`src/rtl/ccwc_pkg.sv`:
```
// ccwc_pkg: shared types, codes and sizes of the complex coil weight combiner
// no dependencies
package ccwc_pkg;

  localparam int MAX_PIXELS_DEF = 256;
  localparam int MAX_COILS_DEF  = 32;
  localparam int MAX_SETS_DEF   = 4;

  localparam logic [1:0] OP_WRITE  = 2'd0;
  localparam logic [1:0] OP_SAMPLE = 2'd1;
  localparam logic [1:0] OP_COMMIT = 2'd2;

  localparam logic [1:0] REG_PIXELS = 2'd0;
  localparam logic [1:0] REG_COILS  = 2'd1;
  localparam logic [1:0] REG_SETS   = 2'd2;
  localparam logic [1:0] REG_GAIN   = 2'd3;

  // commands from the controller to the datapath
  typedef struct packed {
    logic latch_in;
    logic setup;
    logic w_write;
    logic commit;
    logic rd;
    logic mul;
    logic acc;
    logic fin_r;
    logic fin_i;
    logic out_load;
    logic out_err;
    logic next;
  } cmd_t;

  // status from the datapath to the controller
  typedef struct packed {
    logic [1:0] op;
    logic       weights_ok;
    logic       last_coil;
    logic       last_set;
    logic       out_free;
  } stat_t;

  // (v + 2^21) >>> 22, saturated to 32 bits
  function automatic logic signed [31:0] round_sat(input logic signed [55:0] v);
    logic signed [56:0] t;
    logic signed [34:0] q;
    t = {v[55], v} + 57'sd2097152;
    q = t[56:22];
    if (q > 35'sd2147483647) begin
      round_sat = 32'sh7fffffff;
    end else if (q < -35'sd2147483648) begin
      round_sat = 32'sh80000000;
    end else begin
      round_sat = q[31:0];
    end
  endfunction

endpackage

```
`src/rtl/ccwc_ctrl.sv`:
```
// ccwc_ctrl: sequencer of the combiner, one item at a time, one set per pass
// depends on ccwc_pkg
module ccwc_ctrl (
  input  logic           clk,
  input  logic           rst,
  input  logic           in_valid,
  output logic           in_stall,
  input  ccwc_pkg::stat_t st,
  output ccwc_pkg::cmd_t  cmd
);

  typedef enum logic [10:0] {
    S_IDLE  = 11'b00000000001,
    S_SETUP = 11'b00000000010,
    S_WCHK  = 11'b00000000100,
    S_ERR   = 11'b00000001000,
    S_RD    = 11'b00000010000,
    S_MUL   = 11'b00000100000,
    S_ACC   = 11'b00001000000,
    S_FINR  = 11'b00010000000,
    S_FINI  = 11'b00100000000,
    S_OUT   = 11'b01000000000,
    S_NEXT  = 11'b10000000000
  } state_t;

  state_t state, state_next;

  assign in_stall = (state != S_IDLE);

  always_comb begin
    state_next = state;
    cmd = '0;
    unique case (state)
      S_IDLE: begin
        if (in_valid) begin
          cmd.latch_in = 1'b1;
          state_next = S_SETUP;
        end
      end
      S_SETUP: begin
        cmd.setup = 1'b1;
        case (st.op)
          ccwc_pkg::OP_WRITE:  state_next = S_WCHK;
          ccwc_pkg::OP_COMMIT: begin
            cmd.commit = 1'b1;
            state_next = S_IDLE;
          end
          ccwc_pkg::OP_SAMPLE: state_next = st.weights_ok ? S_RD : S_ERR;
          default:             state_next = S_IDLE;
        endcase
      end
      S_WCHK: begin
        cmd.w_write = 1'b1;
        state_next = S_IDLE;
      end
      S_ERR: begin
        if (st.out_free) begin
          cmd.out_err = 1'b1;
          state_next = S_IDLE;
        end
      end
      S_RD: begin
        cmd.rd = 1'b1;
        state_next = S_MUL;
      end
      S_MUL: begin
        cmd.mul = 1'b1;
        state_next = S_ACC;
      end
      S_ACC: begin
        cmd.acc = 1'b1;
        state_next = st.last_coil ? S_FINR : S_NEXT;
      end
      S_FINR: begin
        cmd.fin_r = 1'b1;
        state_next = S_FINI;
      end
      S_FINI: begin
        cmd.fin_i = 1'b1;
        state_next = S_OUT;
      end
      S_OUT: begin
        if (st.out_free) begin
          cmd.out_load = 1'b1;
          state_next = S_NEXT;
        end
      end
      S_NEXT: begin
        cmd.next = 1'b1;
        state_next = st.last_set ? S_IDLE : S_RD;
      end
      default: state_next = S_IDLE;
    endcase
  end

  always_ff @(posedge clk) begin
    if (rst) begin
      state <= S_IDLE;
    end else begin
      state <= state_next;
    end
  end

`ifndef SYNTHESIS
  a_out_wait: assert property (@(posedge clk) disable iff (rst)
    (state == S_OUT && !st.out_free) |=> (state == S_OUT))
    else $error("result dropped while output register busy");
  a_accept_setup: assert property (@(posedge clk) disable iff (rst)
    (in_valid && !in_stall) |=> (state == S_SETUP))
    else $error("accepted item not decoded");
`endif

endmodule

```
`config.mk`:
```
export PLATFORM = sky130hd
export DESIGN_NAME = ccwc_ctrl
export DESIGN_NICKNAME = d
export VERILOG_FILES = /design/src/rtl/ccwc_pkg.sv /design/src/rtl/ccwc_ctrl.sv
export SDC_FILE = /design/constraint.sdc
export NUM_CORES = 1
export LEC_CHECK = 0
export ABC_AREA = 1
export BUFFER_PORTS_ARGS = -buffer_cell sky130_fd_sc_hd__buf_2
export CORE_MARGIN = 3
export CORE_UTILIZATION = 50
export CTS_BUF_LIST = sky130_fd_sc_hd__clkbuf_4 sky130_fd_sc_hd__clkbuf_8
export CTS_CLUSTER_SIZE = 24
export DETAILED_ROUTE_END_ITERATION = 16
export PLACE_DENSITY = 0.85
export SYNTH_ARGS = -nofsm -noshare
export SYNTH_HDL_FRONTEND = slang
export SYNTH_SLANG_ARGS = --single-unit
```
`constraint.sdc`:
```
create_clock -name clk -period 2.1 [get_ports clk]
set_input_delay 0.525 -clock clk [delete_from_list [all_inputs] [get_ports clk]]
set_output_delay 0.525 -clock clk [all_outputs]
set_load 0.02 [all_outputs]
```
* Yosys cells after proc, flatten, opt, wreduce, memory -nomap -nowiden
Index checks and enable logic that the tools add are counted.
** Word-level totals
- Flip-flop bits (word level) :: 11
- Bits of input ports :: 9
- Output and inout bits :: 13
** Operators by class
- Equal/unequal tests :: 17
- Muxes and demuxes :: 23
- Reductions and logical operators :: 2
** Operator list (number)
- case mux 11 bit (10 select lines) :: 1
- two-way mux 11 bit :: 4
- two-way mux 1 bit :: 15
- == test 11 x 1 -> 1 bit, second input constant :: 1
- == test 11 x 10 -> 1 bit, second input constant :: 1
- == test 11 bit, second input constant :: 1
- == test 11 x 2 -> 1 bit, second input constant :: 1
- == test 11 x 3 -> 1 bit, second input constant :: 1
- == test 11 x 4 -> 1 bit, second input constant :: 1
- == test 11 x 5 -> 1 bit, second input constant :: 1
- == test 11 x 6 -> 1 bit, second input constant :: 1
- == test 11 x 7 -> 1 bit, second input constant :: 1
- == test 11 x 8 -> 1 bit, second input constant :: 1
- == test 11 x 9 -> 1 bit, second input constant :: 1
- != test 11 x 1 -> 1 bit, second input constant :: 1
- two-way mux 5 bit :: 2
- case mux 5 bit (2 select lines) :: 1
- != test 2 bit, second input constant :: 3
- AND reduction 3 bit :: 1
- == test 2 x 1 -> 1 bit, second input constant :: 1
- == test 2 bit, second input constant :: 1
- zero test 2 bit :: 1

* Logic depth before layout (Yosys ltp)
Gate-level depths: netlist (run 1).
- Depth in word-level cells :: 3
- Depth in mapped cells :: 10

* Least setup slack after synthesis (run 1)
No wires, ideal clock.
- Path kind :: reg-to-output
- Start :: reg state[10]
- End :: out cmd[8] (netlist name)
- Arrival :: 1257 ps
- Required time :: 1575 ps
- Slack :: 318 ps
- Cell stages (with the launch flop) :: 6
- Path buffers :: 0
- Path through :: dfxtp_1 nor2_1 nand2_2 nor2_4 nand2_2 nor3_1
** RTL lines
- from (decl) :: RTL line ccwc_ctrl.sv:26 : state_t state, state_next;
- from (signal assigned) :: RTL line ccwc_ctrl.sv:100 : state <= state_next;
- to (decl) :: RTL line ccwc_ctrl.sv:9 : output ccwc_pkg::cmd_t cmd

==> metrics.md, run 1 <==
| Metric | Value |
|---|---|
| CTS HTree Levels | `1` |
| Ys Warns | `0` |
| Vias | `773` |
| Layout cells sized above 1 | `31.69%` |
| Core box area | `1350 um2` |
| Fin crit share | `94.06%` |
| Post-synth EDFFs | `0` |
| GPL Wtd Cong | `0.8549` |
| Layout Area Growth over Synthesis | `21.34%` |
| First-pass GRT wire length | `2808 um` |
| Register share of total power | `46.6%` |
| Net switching share of the total power | `29.39%` |
| Setup crit end | `cmd[8]` |
| Hold Crit Depth | `2` |
| HPWL Detailed | `1339 um` |
| Nets@finish | `152` |
| Total Wirelength | `1643 um` |
| CP max-delay cell | `dfxtp_1` |
| Sink Count | `11` |
| Port Buffers | `21` |
| Pin slew with the least headroom to its limit | `0.2380 ns` |
| P_sw | `0.1373 mW` |
| Design Power | `0.4672 mW` |
| CP startpoint | `state[2]` |
| Worst rel slew slack | `84.08%` |
| Initial Util | `55.14%` |
| Initial antenna violation count | `0` |
| Worst reg-to-reg setup slack | `0.75 ns` |
| Cell area power density | `517.1 nW/um2` |
| Clock power frac | `34.2%` |
| Setup tns final | `0 ns` |
| Hold_ws | `0.4573 ns` |
| Drt first pass iters | `4` |
| All-layer global routing usage | `19.19%` |
| RR Startpoint | `state[10]` |
| CP startpoint kind | `flip-flop` |
| Vias in the first global route | `718` |
| Mapped Nets | `126` |
| Final Hold Fails | `0` |
| Top Registers | `state: 11 flops` |
| Sequential-to-total area share from yosys stat | `29.58%` |
| Critical Setup Path Class | `flip-flop to primary output` |
| Clock buffer count from CTS | `3` |
| Most area-consuming cells after synthesis | `dfxtp_1 (30%), inv_1 (14%), nand2_1 (13%)` |
| Die Area | `1988 um2` |
| Critical path's largest stage delay | `0.33 ns` |
| CP required | `1.57 ns` |
| Ant diodes | `0` |
| Grt ovf | `0` |
| Post-CTS Setup Repair Bufs | `0` |
| Post-DP Area | `868.3 um2` |
| Largest net degree at the start of global routing | `8` |
| Synth unique cells | `19` |
| Final setup viols | `0` |
| I/O pin count | `22` |
| Slew Viols, Final | `0` |
| DRC viols | `0` |
| Crit path cell chain | `nor2_2 > inv_1 > nor3_2 > nand2_2 > nor3_1 > buf_2` |
| Final min period | `1.975 ns` |
| Clock transition at path regs | `0.07 ns` |
| Top-count cell post-synth | `inv_1` |
| Initial DRC count | `19` |
| Leakage | `0.5537 nW` |
| Logic gate share of total power | `19.1%` |
| Commonest cells post-synth | `inv_1 (27), nand2_1 (25), nor2_1 (12), dfxtp_1 (11), nand3_1 (9)` |
| Cells after synthesis | `117` |
| Skew-Pair Late Insertion Delay | `0.27 ns` |
| Max_cap viols | `0` |
| Reg2reg end | `state[4]` |
| Cells on worst reg2reg path | `10` |
| Die width | `44.59 um` |
| F_max | `506.2 MHz` |
| Mean Syn Cell Area | `6.363 um2` |
| Post-synthesis register bit count | `11` |
| CP Capture Type | `primary output` |
| DR vias/cell | `4.924` |
| Critical path fanouts, max | `6` |
| Antenna-violating nets left | `0` |
| Critical Path AT | `1.45 ns` |
| Row count | `13` |
| Status | `finished clean` |
| Die height | `44.59 um` |
| Max reg flops | `11` |
| Top reg by flops | `state` |
| Synth Flop Type | `dfxtp_1` |
| Fillers | `124` |
| Area leader, netlist | `dfxtp_1` |
| Synthesized area | `744.5 um2` |
| Clk_skew | `0.004719 ns` |
| Async S/R FF share, synth | `0%` |
| CTS tree | `yes` |
| Clk Tree Root Cell | `clkbuf_4` |
| Max VDD drop | `0.0003113 V` |
| Hold Crit Class | `primary input to flip-flop` |
| Internal power consumption | `0.3299 mW` |
| Post-synth top area share | `29.58%` |
| Final instance area | `903.4 um2` |
| Clock buffer depth | `2` |
| Routed len/inst | `10.46 um` |
worst max-delay path, delay by kind of cell (launching register included):
family	cells	cell delay, ns
buffers and inverters	2	0.27
DFF	1	0.33
and+or+nand+nor	4	0.58
power by group through the flow:
stage	clock network [mW]	registers (mW)	logic, mW
5_1_grt	0.173	0.218	0.0996
3_5_place_dp	0	0.223	0.0890
6_report	0.160	0.218	0.0894
3_3_place_gp	0	0.223	0.0873
2_1_floorplan	0	0.222	0.0624
4_1_cts	0.165	0.218	0.0897
metal layers:
metal  global-route usage (%)  up-vias  share of wire [%]
li1                         -      405                  -
met1                    23.04      329                 42
met2                    32.38       34                 49
met3                    2.439        5                7.6
met4                    10.84        0                2.2
met5                        0        -                  0
logic make-up (layout without fill, tap and decap cells):
| logic type | after synthesis | in the layout | synth area share (%) |
|---|---|---|---|
| simple gates | 74 | 74 | 53.61 |
| buf+inv | 28 | 53 | 14.12 |
| flops | 11 | 11 | 29.58 |
| compound gates | 4 | 4 | 2.688 |
worst min-delay path by stage:
stage | start | end | slack, ns
6_report | st[4] | state[2] | 0.46
5_1_grt | st[5] | state[2] | 0.47
4_1_cts | st[4] | state[2] | 0.45
3_5_place_dp | state[9] | state[9] | 0.48
3_3_place_gp | state[9] | state[9] | 0.48
2_1_floorplan | state[3] | state[3] | 0.46
layout by cell type (no fill, tap or decap):
cell      synthesis  final
nor3_1            7      7
o21ai_0           1      1
nor2_1           12     12
nand3_1           9      9
o21ai_1           1      1
inv_1            27     27
nand2_4           2      2
a21oi_1           2      2
nand3b_1          1      1
nor4_1            1      1
nor3_4            1      1
nand2_1          25     25
nor2_4            4      5
nand2_2           6      6
nor3_2            1      1
inv_2             1      1
dfxtp_1          11     11
nor2_2            4      3
clkbuf_4          0      4
nand3_2           1      1
buf_2             0     21
layout make-up:
type	instances	area (um2)	share of cell area [%]
inverters	28	105.1	11.63
clock buffers	4	30.03	3.324
well taps	15	18.77	2.078
multi-input cells	78	424.2	46.95
repair buffers	21	105.1	11.63
flip-flops and latches	11	220.2	24.38
metrics by stage:
stage	utilization, %	worst slack [ns]	std cells
after floorplan	-	0.3182	117
after global placement	64.32	0.4347	153
after detailed placement	64.32	0.4052	153
after CTS	66.54	0.1051	157
after global routing	66.91	-0.005164	157
final	66.91	0.1247	157
timing repair:
action | in CTS | in global routing
endpoints found under the setup margin | 0 | 1
hold buffers | 0 | 0
endpoints found under the hold margin | 0 | 0
gates resized for setup | 0 | 1
(Power assumes the default switching activity.)
==> run 2: changes to the inputs <==
- PLACE_DENSITY: 0.85 -> 0.78
==> metrics.md, run 2 (synthesis results as in run 1) <==
| Metric | Value |
|---|---|
| Max reg flops | `11 (unchanged)` |
| Worst reg-to-reg setup slack | `0.77 ns (was 0.75 ns)` |
| HPWL Detailed | `1356 um (was 1339 um)` |
| Register share of total power | `47.0% (was 46.6%)` |
| Post_cts resized | `0 (unchanged)` |
| I/O pin count | `22 (unchanged)` |
| Initial Util | `55.14% (unchanged)` |
| Die Area | `1988 um2 (unchanged)` |
| Critical path's largest stage delay | `0.34 ns (was 0.33 ns)` |
| RSZ-0062 raised after global routing | `false` |
| Antenna-violating nets left | `0 (unchanged)` |
| Largest net degree at the start of global routing | `8 (unchanged)` |
| Post-CTS Hold Buffers | `0 (unchanged)` |
| Die height | `44.59 um (unchanged)` |
| Layout Area Growth over Synthesis | `21.34% (unchanged)` |
| Die width | `44.59 um (unchanged)` |
| Top Registers | `state: 11 flops (unchanged)` |
| F_max | `506.7 MHz (was 506.2 MHz)` |
| All-layer global routing usage | `18.47% (was 19.19%)` |
| Critical Path AT | `1.45 ns (about the same)` |
| Top reg by flops | `state (unchanged)` |
| Vias | `734 (was 773)` |
| Net switching share of the total power | `29.11% (was 29.39%)` |
| CP Capture Type | `primary output (unchanged)` |
| Port Buffers | `21 (unchanged)` |
| Clk_skew | `0.001148 ns (was 0.004719 ns)` |
| Final min period | `1.974 ns (was 1.975 ns)` |
| Crit path cell chain | `nor2_1 > nand2_2 > nor2_4 > nand2_2 > nor3_1 > buf_2 (was nor2_2 > inv_1 > nor3_2 > nand2_2 > nor3_1 > buf_2)` |
| P_sw | `0.1356 mW (was 0.1373 mW)` |
| CTS HTree Levels | `1 (unchanged)` |
| Commonest non-fill, non-tap cells in the layout | `inv_1 (27), nand2_1 (25), buf_2 (21) (unchanged)` |
| GPL Wtd Cong | `0.8321 (was 0.8549)` |
| Worst rel slew slack | `85.95% (was 84.08%)` |
| Post-CTS Setup Repair Bufs | `0 (unchanged)` |
| Status | `finished clean (unchanged)` |
| CP startpoint kind | `flip-flop (unchanged)` |
| Drt first pass iters | `4 (unchanged)` |
| CTS tree | `yes (unchanged)` |
| Logic gate share of total power | `19.0% (was 19.1%)` |
| Internal power consumption | `0.3301 mW (was 0.3299 mW)` |
| Core box area | `1350 um2 (unchanged)` |
| Ant diodes | `0 (unchanged)` |
| Most common cell after layout, fill and taps aside | `inv_1 (unchanged)` |
| Cell area power density | `515.5 nW/um2 (was 517.1 nW/um2)` |
| Hold Crit Class | `primary input to flip-flop (unchanged)` |
| Row count | `13 (unchanged)` |
| Pin slew with the least headroom to its limit | `0.2091 ns (was 0.2380 ns)` |
| CP required | `1.57 ns (about the same)` |
| RR Startpoint | `state[9] (was state[10])` |
| Clock buffer depth | `2 (unchanged)` |
| Final setup margin | `0.1263 ns (was 0.1247 ns)` |
| Max VDD drop | `0.0003598 V (was 0.0003113 V)` |
| CP most frequent cell | `nand2_2` |
| Nets@finish | `152 (unchanged)` |
| Initial DRC count | `10 (was 19)` |
| Hold_ws | `0.4555 ns (was 0.4573 ns)` |
| Leakage | `0.5537 nW (about the same)` |
| CP max-delay cell | `dfxtp_1 (unchanged)` |
| Final Hold Fails | `0 (unchanged)` |
| CP startpoint | `state[9] (was state[2])` |
| Clock buffer count from CTS | `3 (unchanged)` |
| DR vias/cell | `4.675 (was 4.924)` |
| Grt ovf | `0 (unchanged)` |
| Total Wirelength | `1651 um (was 1643 um)` |
| Fin crit share | `93.98% (was 94.06%)` |
| Critical path fanouts, max | `6 (unchanged)` |
| Hold Path Origin | `st[5] (was st[4])` |
| Max_cap viols | `0 (unchanged)` |
| Clock transition at path regs | `0.07 ns (about the same)` |
| Sink Count | `11 (unchanged)` |
| First-pass GRT wire length | `2684 um (was 2808 um)` |
| Skew-Pair Late Insertion Delay | `0.27 ns (about the same)` |
| DRC viols | `0 (unchanged)` |
| Setup tns final | `0 ns (unchanged)` |
| Critical Setup Path Class | `flip-flop to primary output (unchanged)` |
| Clock power frac | `34.0% (was 34.2%)` |
| Slew Viols, Final | `0 (unchanged)` |
| Layout cells sized above 1 | `31.69% (unchanged)` |
| Routed len/inst | `10.52 um (was 10.46 um)` |
| Pre-CTS setup slack | `0.4142 ns (was 0.4052 ns)` |
| Final setup viols | `0 (unchanged)` |
| Vias in the first global route | `646 (was 718)` |
| Initial antenna violation count | `0 (unchanged)` |
| Clk Tree Root Cell | `clkbuf_4 (unchanged)` |
[run 2: cell counts in the layout (fill, tap and decap cells not counted)]
No cell type changed its count.
[run 2: worst max-delay path: cells and delay by family, from the launching register on]
family        cells  cell delay, ns
simple gates      5            0.64
flops             1            0.34
buf+inv           1            0.18
[run 2: cell type report]
type | count | area (um2)
Fill cell | 135 | 446.7
Timing Repair Buffer | 21 | 105.1
Inverter | 28 | 105.1
Tap cell | 15 | 18.77
Sequential cell | 11 | 220.2
Multi-Input combinational cell | 78 | 424.2
Clock buffer | 4 | 30.03
[run 2: power by group through the flow]
stage	Combinational [mW]	Sequential [mW]	Clock (mW)
2_1_floorplan	0.0624	0.222	0
3_3_place_gp	0.0868	0.223	0
3_5_place_dp	0.0880	0.224	0
4_1_cts	0.0885	0.219	0.162
5_1_grt	0.0972	0.219	0.173
6_report	0.0884	0.219	0.158
[run 2: path summary, 6_finish.rpt]
kind,depth (start not counted),endpoint
setup / recovery,6,cmd[8]
hold / removal,2,state[2]
setup reg to reg,10,state[0]
hold reg to reg,2,state[9]
[run 2: metrics by stage]
stage | power [mW] | util, % | instances | instance area [um2]
2_1_floorplan | 0.2847 | - | 117 | 744.5
3_3_place_gp | 0.3096 | 64.32 | 153 | 868.3
3_5_place_dp | 0.3115 | 64.32 | 153 | 868.3
4_1_cts | 0.4693 | 66.54 | 157 | 898.4
5_1_grt | 0.4891 | 66.91 | 157 | 903.4
6_report | 0.4657 | 66.91 | 157 | 903.4
[run 2: per-layer routing]
layer | track usage [%] | up-vias | part of all wire (%)
met1 | 23.40 | 305 | 48
met5 | 0 | - | 0
li1 | - | 403 | -
met4 | 10.84 | 0 | 2.2
met3 | 1.626 | 5 | 4.9
met2 | 30.09 | 21 | 45
